<file path="config.mk">
export PLATFORM = sky130hd
export DESIGN_NAME = lpar_core
export DESIGN_NICKNAME = d
export VERILOG_FILES = /design/src/hw/rtl/lpar_pkg.sv /design/src/hw/rtl/lpar_core.sv
export SDC_FILE = /design/constraint.sdc
export NUM_CORES = 1
export LEC_CHECK = 0
export BUFFER_PORTS_ARGS = -buffer_cell sky130_fd_sc_hd__buf_4
export CORE_MARGIN = 8
export CORE_UTILIZATION = 59
export DETAILED_ROUTE_END_ITERATION = 8
export MAX_ROUTING_LAYER = met4
export PLACE_DENSITY_LB_ADDON = 0.3
export SLEW_MARGIN = 20
export SYNTH_ARGS = -nofsm -noshare
export SYNTH_HDL_FRONTEND = slang
export SYNTH_SLANG_ARGS = --single-unit
export TNS_END_PERCENT = 10
</file>
<file path="constraint.sdc">
create_clock -name clk -period 5 [get_ports clk]
set_clock_uncertainty 0.1 [all_clocks]
set_input_delay 1 -clock clk [delete_from_list [all_inputs] [get_ports clk]]
set_output_delay 1 -clock clk [all_outputs]
set_load 0.02 [all_outputs]
</file>
<file path="src/hw/rtl/lpar_pkg.sv">
// ----------------------------------------------------------------------------
// lpar_pkg
// Shared constants and types for the palindromic-anagram run unit.
// ----------------------------------------------------------------------------
package lpar_pkg;

  localparam int NUM_SYMBOLS = 10;
  localparam int MASK_W      = NUM_SYMBOLS;
  localparam int DIGIT_W     = 4;
  localparam int CNT_W       = 16;
  localparam int MAX_LEN     = 65535;
  localparam int EPOCH_W     = 8;
  localparam int ENT_W       = EPOCH_W + CNT_W;
  localparam int PROBE_N     = NUM_SYMBOLS + 1;
  localparam int PIDX_W      = $clog2(PROBE_N);

  localparam logic [EPOCH_W-1:0] EPOCH_FIRST = EPOCH_W'(1);
  localparam logic [EPOCH_W-1:0] EPOCH_LAST  = {EPOCH_W{1'b1}};

  // table entry: {epoch tag, prefix count}; tag 0 never matches a live epoch
  typedef struct packed {
    logic [EPOCH_W-1:0] tag;
    logic [CNT_W-1:0]   cnt;
  } entry_t;

  typedef struct packed {
    logic              en;
    logic              we;
    logic [MASK_W-1:0] addr;
    entry_t            wdata;
  } ram_req_t;

  typedef struct packed {
    logic             vld;
    logic [CNT_W-1:0] best;
    logic             ovf;
  } res_t;

  typedef enum logic [4:0] {
    S_CLEAR = 5'b00001,
    S_IDLE  = 5'b00010,
    S_PROBE = 5'b00100,
    S_WRITE = 5'b01000,
    S_OUT   = 5'b10000
  } state_t;

endpackage

</file>
<file path="src/hw/rtl/lpar_core.sv">
// ----------------------------------------------------------------------------
// lpar_core
// Sequencer: per counted digit, eleven table probes, one conditional write.
// ----------------------------------------------------------------------------
module lpar_core
  import lpar_pkg::*;
(
  input  logic               clk,
  input  logic               rst_n,
  input  logic               in_vld,
  output logic               in_rdy,
  input  logic [DIGIT_W-1:0] in_digit,
  input  logic               in_start,
  output ram_req_t           ram_req,
  input  entry_t             ram_rdata,
  output res_t               res,
  input  logic               res_rdy
);

  state_t             state_r, state_nxt;
  logic [EPOCH_W-1:0] epoch_r, epoch_nxt;
  logic [MASK_W-1:0]  clr_addr_r, clr_addr_nxt;
  logic [MASK_W-1:0]  mask_r, mask_nxt;
  logic [CNT_W-1:0]   cnt_r, cnt_nxt;
  logic [CNT_W-1:0]   best_r, best_nxt;
  logic               ovf_r, ovf_nxt;
  logic               go_r, go_nxt;
  logic               item_r, item_nxt;
  logic [PIDX_W-1:0]  pidx_r, pidx_nxt;
  logic               ev_vld_r, ev_vld_nxt;
  logic               ev_first_r, ev_first_nxt;
  logic               ev_zero_r, ev_zero_nxt;
  logic               self_new_r, self_new_nxt;

  logic [MASK_W-1:0]  base_mask;
  logic [CNT_W-1:0]   base_cnt;
  logic [CNT_W-1:0]   base_best;
  logic               base_ovf;
  logic               proc;
  logic [MASK_W-1:0]  key;
  logic               hit;
  logic [CNT_W-1:0]   at;
  logic [CNT_W-1:0]   span;

  assign in_rdy = (state_r == S_IDLE);

  // probe keys: own mask first, then each one-bit neighbour
  always_comb begin
    if (pidx_r == '0) begin
      key = mask_r;
    end else begin
      key = mask_r ^ (MASK_W'(1) << (pidx_r - PIDX_W'(1)));
    end
  end

  // mask zero is always present at count zero and never stored
  assign hit  = ev_zero_r || (ram_rdata.tag == epoch_r);
  assign at   = ev_zero_r ? '0 : ram_rdata.cnt;
  assign span = cnt_r - at;

  always_comb begin
    base_mask = in_start ? '0 : mask_r;
    base_cnt  = in_start ? '0 : cnt_r;
    base_best = in_start ? '0 : best_r;
    base_ovf  = in_start ? 1'b0 : ovf_r;
    proc      = !base_ovf && (in_digit < DIGIT_W'(NUM_SYMBOLS));
  end

  always_comb begin
    state_nxt    = state_r;
    epoch_nxt    = epoch_r;
    clr_addr_nxt = clr_addr_r;
    mask_nxt     = mask_r;
    cnt_nxt      = cnt_r;
    best_nxt     = best_r;
    ovf_nxt      = ovf_r;
    go_nxt       = go_r;
    item_nxt     = item_r;
    pidx_nxt     = pidx_r;
    ev_vld_nxt   = 1'b0;
    ev_first_nxt = 1'b0;
    ev_zero_nxt  = 1'b0;
    self_new_nxt = self_new_r;
    ram_req      = '0;
    res          = '0;

    if (ev_vld_r && hit && (span > best_r)) begin
      best_nxt = span;
    end
    if (ev_vld_r && ev_first_r) begin
      self_new_nxt = !hit;
    end

    case (state_r)
      S_CLEAR: begin
        ram_req.en    = 1'b1;
        ram_req.we    = 1'b1;
        ram_req.addr  = clr_addr_r;
        ram_req.wdata = '0;
        clr_addr_nxt  = clr_addr_r + MASK_W'(1);
        if (clr_addr_r == {MASK_W{1'b1}}) begin
          pidx_nxt = '0;
          if (!item_r) begin
            state_nxt = S_IDLE;
          end else if (go_r) begin
            state_nxt = S_PROBE;
          end else begin
            state_nxt = S_OUT;
          end
        end
      end
      S_IDLE: begin
        if (in_vld) begin
          mask_nxt = base_mask;
          cnt_nxt  = base_cnt;
          best_nxt = base_best;
          ovf_nxt  = base_ovf;
          go_nxt   = 1'b0;
          item_nxt = 1'b1;
          pidx_nxt = '0;
          if (proc) begin
            if (32'(base_cnt) >= 32'(MAX_LEN)) begin
              ovf_nxt = 1'b1;
            end else begin
              go_nxt   = 1'b1;
              mask_nxt = base_mask ^ (MASK_W'(1) << in_digit);
              cnt_nxt  = base_cnt + CNT_W'(1);
            end
          end
          // a wrapped epoch could alias stale entries: sweep first
          if (in_start && (epoch_r == EPOCH_LAST)) begin
            epoch_nxt    = EPOCH_FIRST;
            clr_addr_nxt = '0;
            state_nxt    = S_CLEAR;
          end else begin
            if (in_start) begin
              epoch_nxt = epoch_r + EPOCH_W'(1);
            end
            state_nxt = (proc && !(32'(base_cnt) >= 32'(MAX_LEN))) ? S_PROBE : S_OUT;
          end
        end
      end
      S_PROBE: begin
        ram_req.en   = 1'b1;
        ram_req.addr = key;
        ev_vld_nxt   = 1'b1;
        ev_first_nxt = (pidx_r == '0);
        ev_zero_nxt  = (key == '0);
        pidx_nxt     = pidx_r + PIDX_W'(1);
        if (pidx_r == PIDX_W'(PROBE_N - 1)) begin
          state_nxt = S_WRITE;
        end
      end
      S_WRITE: begin
        if (self_new_r) begin
          ram_req.en        = 1'b1;
          ram_req.we        = 1'b1;
          ram_req.addr      = mask_r;
          ram_req.wdata.tag = epoch_r;
          ram_req.wdata.cnt = cnt_r;
        end
        state_nxt = S_OUT;
      end
      S_OUT: begin
        res.vld  = 1'b1;
        res.best = best_r;
        res.ovf  = ovf_r;
        if (res_rdy) begin
          item_nxt  = 1'b0;
          state_nxt = S_IDLE;
        end
      end
      default: begin
        state_nxt = S_IDLE;
      end
    endcase
  end

  always_ff @(posedge clk) begin
    if (!rst_n) begin
      state_r    <= S_CLEAR;
      epoch_r    <= EPOCH_FIRST;
      clr_addr_r <= '0;
      mask_r     <= '0;
      cnt_r      <= '0;
      best_r     <= '0;
      ovf_r      <= 1'b0;
      go_r       <= 1'b0;
      item_r     <= 1'b0;
      pidx_r     <= '0;
      ev_vld_r   <= 1'b0;
      ev_first_r <= 1'b0;
      ev_zero_r  <= 1'b0;
      self_new_r <= 1'b0;
    end else begin
      state_r    <= state_nxt;
      epoch_r    <= epoch_nxt;
      clr_addr_r <= clr_addr_nxt;
      mask_r     <= mask_nxt;
      cnt_r      <= cnt_nxt;
      best_r     <= best_nxt;
      ovf_r      <= ovf_nxt;
      go_r       <= go_nxt;
      item_r     <= item_nxt;
      pidx_r     <= pidx_nxt;
      ev_vld_r   <= ev_vld_nxt;
      ev_first_r <= ev_first_nxt;
      ev_zero_r  <= ev_zero_nxt;
      self_new_r <= self_new_nxt;
    end
  end

endmodule
</file>
==> impl_results.md <==
* Flops & latches, synth at 76
* Worst Setup End Kind: register
* Post-synth EDFFs at 0
* # hold bufs at CTS at 0
* Gr ovfl total at 0
* Reg2reg setup slack at 0.39 ns
* Max clock buf depth at 2
* Boundary pin count at 88
* Final core area utilization at 0.687
* Initial Util at 0.594
* Synth top area share at 0.254
* Slowest library cell on the worst path: a211oi_1
* H-Tree Depth at 3
* Slew margin rel. at 0.339
* Fin. Hold Viols at 0
* CP startpoint: ram_rdata[0]
* P&R area growth vs syn at 15.6%
* Layout cells sized above 1 at 0.149
* Multiplexer share of the synthesized area at 0.00355
* Synth Area in XOR/XNOR at 0.0788
* Synthesized instance count at between 800 and 900
* Buf+Inv Stages, Crit Path at 3
* Reg power frac at 0.474
* Detailed Route Iter0 Violations at roughly 550
* R2r endpoint: best_r[6]
* Required @ worst endpoint at around 5.2 ns
* Post-synthesis compound-gate area fraction at 0.191
* ANT cells at 0
* Area contributors post-synth: dfxtp_1 (25%), ha_1 (8.3%), xnor2_1 (5.7%)
* I/O Buffers at 87
* Total vias in the final route at between 6000 and 7000
* First-pass GRT wire length at between 20 and 30 mm
* Hold EP: best_r[8]
* Largest net degree at the start of global routing at 41
* Largest family of logic cells by synthesized area: simple AND/OR/NAND/NOR gates
* GRT Total Usage at 0.268
* Post-route antenna net violation count at 0
* Tot Pwr at 1.32 mW
* Final instance area at 6940 um^2
* Area of the multi-input gates at 4190 um^2
* Sequential-to-total area share from yosys stat at 0.254
* Remaining DRCs at 0
* Mapped Nets at just under 900
* Via density at 6.17
* Critical Path, Cell by Cell: buf_4 > nor2b_1 > ha_1 > fa_1 > nor2b_1 > o211ai_1 > a31oi_1 > buf_4 > o31ai_1 > xnor2_1 > ha_1 > nand4_1 > nor3_1 > a22oi_1 > a211oi_1 > buf_4 > nand3_1 > a21oi_1
* Layout Cells excl Fill at 1020
* Post-Syn Area per Cell at around 7.4 um^2
* Worst Hold Depth at 2
* Mapped cell area at 6000 um^2
* Post-synthesis adder-cell area fraction at 0.0868
* Outcome: finished, final reports clean
* Worst EP arrival at ~4.8 ns
* Synth unique cells at 66
* CTS tree: done
* Gpl congestion at 0.945
* Switch Pwr at ~0.40 mW
* Net Sw Frac at 0.304
* Num rows at 37
* TritonCTS Sinks at 76
* Clock Power Share at 0.346
* Final setup TNS at 0 ns
* R2r worst-path depth at 17
* Unrepaired setup endpoints after global routing: no
* HP Class: register to register
* CP dominant cell by count: buf_4
* Post-synth top area cell: dfxtp_1
* Period utilization at 0.931
* Cts bufs inserted at 9
* Fill count at between 800 and 900
* Nets at 953
* Delay-heaviest family, CP: compound AO/OA/AOI/OAI gates
* Total detailed-routing wirelength at roughly 17 mm
* Setup crit start kind: primary input
* Fmax at 0.215 GHz
* Routed wire per std cell at roughly 17 um
* Cells after DPL at ~1000
* Setup repair bufs after CTS at 0
* Clk Latency, worst-skew pair at 0.36 ns
* Worst path max stage delay at about 0.57 ns
* Worst r2r src: ev_zero_r
* Die area at 13700 um^2
* Cts repair resizes at 0
* Slew @ Worst Pin at 0.988 ns
* Worst VDD drop at 0.121 mV
* Vias in the first global route at slightly below 6000
* CORE AREA at slightly above 10000 um^2
* Comb pwr share at 0.180
* Placed Area at between 6000 and 7000 um^2
* Synth Area in Simple Gates at 0.336
* Tmin final at 4.65 ns
* Hold Startpoint: best_r[8]
* Ys flop type: dfxtp_1
* Drt pass-1 iters at 5
* Clk slew on worst S/H paths at about 0.080 ns
* Leakage at between 2 and 3 nW
* Clock root cell: clkbuf_8
* Worst-path fanout max at 9
* Max Cap Viol at 0
* Detail Placement HPWL at 13.2 mm
* Final setup fails at 0
* Max-slew violations at 0
* Number of antenna violations at the first check in global routing at 0
* Die H at 117 um
* Critical path class: primary input to register
* Reg area at 1520 um^2
* Die extent in x at between 100 and 150 um
* Ys async rst share at 0
* Power Density at about 190 nW/um^2
* Pint at between 0.9 and 1 mW
* Synth warn at 0
cell usage in the layout, fill, tap and decap left out, types with 3 or more instances in the layout:
cell type,n
inv_1,33
xnor2_1,39
nand2_1,86
or2_2,4
or3b_2,3
a32o_1,3
buf_4,97
a31oi_1,5
nand3_1,48
nand2b_1,20
and2_1,11
or4_1,3
and3_1,46
or3_1,12
nor3_1,15
xor2_1,15
and4_1,3
nor3b_2,3
o21ai_0,45
o211ai_1,14
dfxtp_1,76
o21a_1,9
a22o_1,3
a21oi_1,64
ha_1,40
a211oi_1,4
clkbuf_8,11
a21o_1,6
nor3b_1,5
nor4_1,6
nor2_1,69
nor2b_1,12
nand4_1,20
nand3b_1,4
nand4b_1,3
a211o_1,5
flip-flops by register name, indices dropped and copies added, names as in the netlist:
register	flops
best_r	16
cnt_r	16
clr_addr_r	10
mask_r	10
epoch_r	8
state_r	5
pidx_r	4
ev_first_r	1
ev_vld_r	1
ev_zero_r	1
go_r	1
item_r	1
ovf_r	1
self_new_r	1
worst reg2reg max path, stage by stage, from the launching register on:
cell	delay, ns
dfxtp_1	0.71
nor2b_1	0.13
ha_1	0.23
fa_1	0.41
nor2b_1	0.19
o211ai_1	0.13
a31oi_1	0.22
buf_4	0.18
o31ai_1	0.09
xnor2_1	0.16
ha_1	0.34
nand4_1	0.17
nor3_1	0.24
a22oi_1	0.12
a211oi_1	0.58
buf_4	0.30
nand3_1	0.10
a21oi_1	0.14
routing by layer:
| metal | share of wire | vias to the layer above | global-route usage | wire length [um] |
|---|---|---|---|---|
| met5 | 0 | - | - | 0 |
| met4 | 0.018 | 0 | 0.0717 | 316 |
| met3 | 0.082 | 36 | 0.0436 | 1420 |
| met2 | 0.45 | 261 | 0.404 | 7790 |
| met1 | 0.45 | 2968 | 0.365 | 7900 |
| li1 | - | 3028 | - | - |
worst max path at each step:
stage	slack [ns]	cells past startpoint	end
6_report	0.35	18	best_r[6]
4_1_cts	0.41	18	best_r[6]
3_3_place_gp	0.25	18	best_r[7]
3_5_place_dp	0.12	18	best_r[7]
2_1_floorplan	0.50	16	best_r[11]
5_1_grt	0.03	17	best_r[6]
power by group through the flow:
stage,clock (mW),combinational (mW),sequential [mW]
after CTS,0.462,0.235,0.625
after global placement,0,0.227,0.639
final,0.457,0.238,0.626
after global routing,0.491,0.260,0.627
after detailed placement,0,0.234,0.640
after floorplan,0,0.153,0.636
area by class of cell:
| type | count | area share |
|---|---|---|
| Clock buffer | 11 | 0.0218 |
| Clock inverter | 5 | 0.00505 |
| Inverter | 33 | 0.0179 |
| Multi-Input combinational cell | 661 | 0.604 |
| Sequential cell | 76 | 0.219 |
| Tap cell | 136 | 0.0245 |
| Timing Repair Buffer | 98 | 0.108 |
Yosys cell counts (all sizes together) (3+ instances only):
cell type / instances
nand2: 86
dfxtp: 76
nor2: 69
a21oi: 64
nand3: 48
and3: 46
o21ai: 46
ha: 40
xnor2: 39
clkbuf: 33
inv: 33
nand2b: 20
nand4: 20
nor3: 16
xor2: 15
o211ai: 14
nor2b: 12
or3: 12
and2: 11
o21a: 9
buf: 8
nor3b: 8
nor4: 7
a21o: 6
a211o: 5
a211oi: 5
a31oi: 5
nand3b: 4
or2: 4
a21boi: 3
a22o: 3
a32o: 3
and4: 3
nand4b: 3
or3b: 3
or4: 3
stage by stage:
| step | hold WS [ns] | setup WS (ns) |
|---|---|---|
| floorplan | 0.340 | 0.498 |
| global placement | 0.367 | 0.248 |
| detailed placement | 0.374 | 0.117 |
| CTS | 0.387 | 0.411 |
| global route | 0.407 | 0.0304 |
| finish | 0.387 | 0.347 |
logic make-up (layout without fill, tap and decap cells):
logic type | after synthesis | count (layout)
AO/OA/AOI/OAI | 183 | 183
XOR/XNOR | 54 | 54
adder cells (fa/ha/maj) | 41 | 41
buffers and inverters | 74 | 147
flip-flops | 76 | 76
multiplexers | 2 | 2
AND/OR/NAND/NOR | 381 | 381
Note: power is estimated with default switching activity, not from simulation.
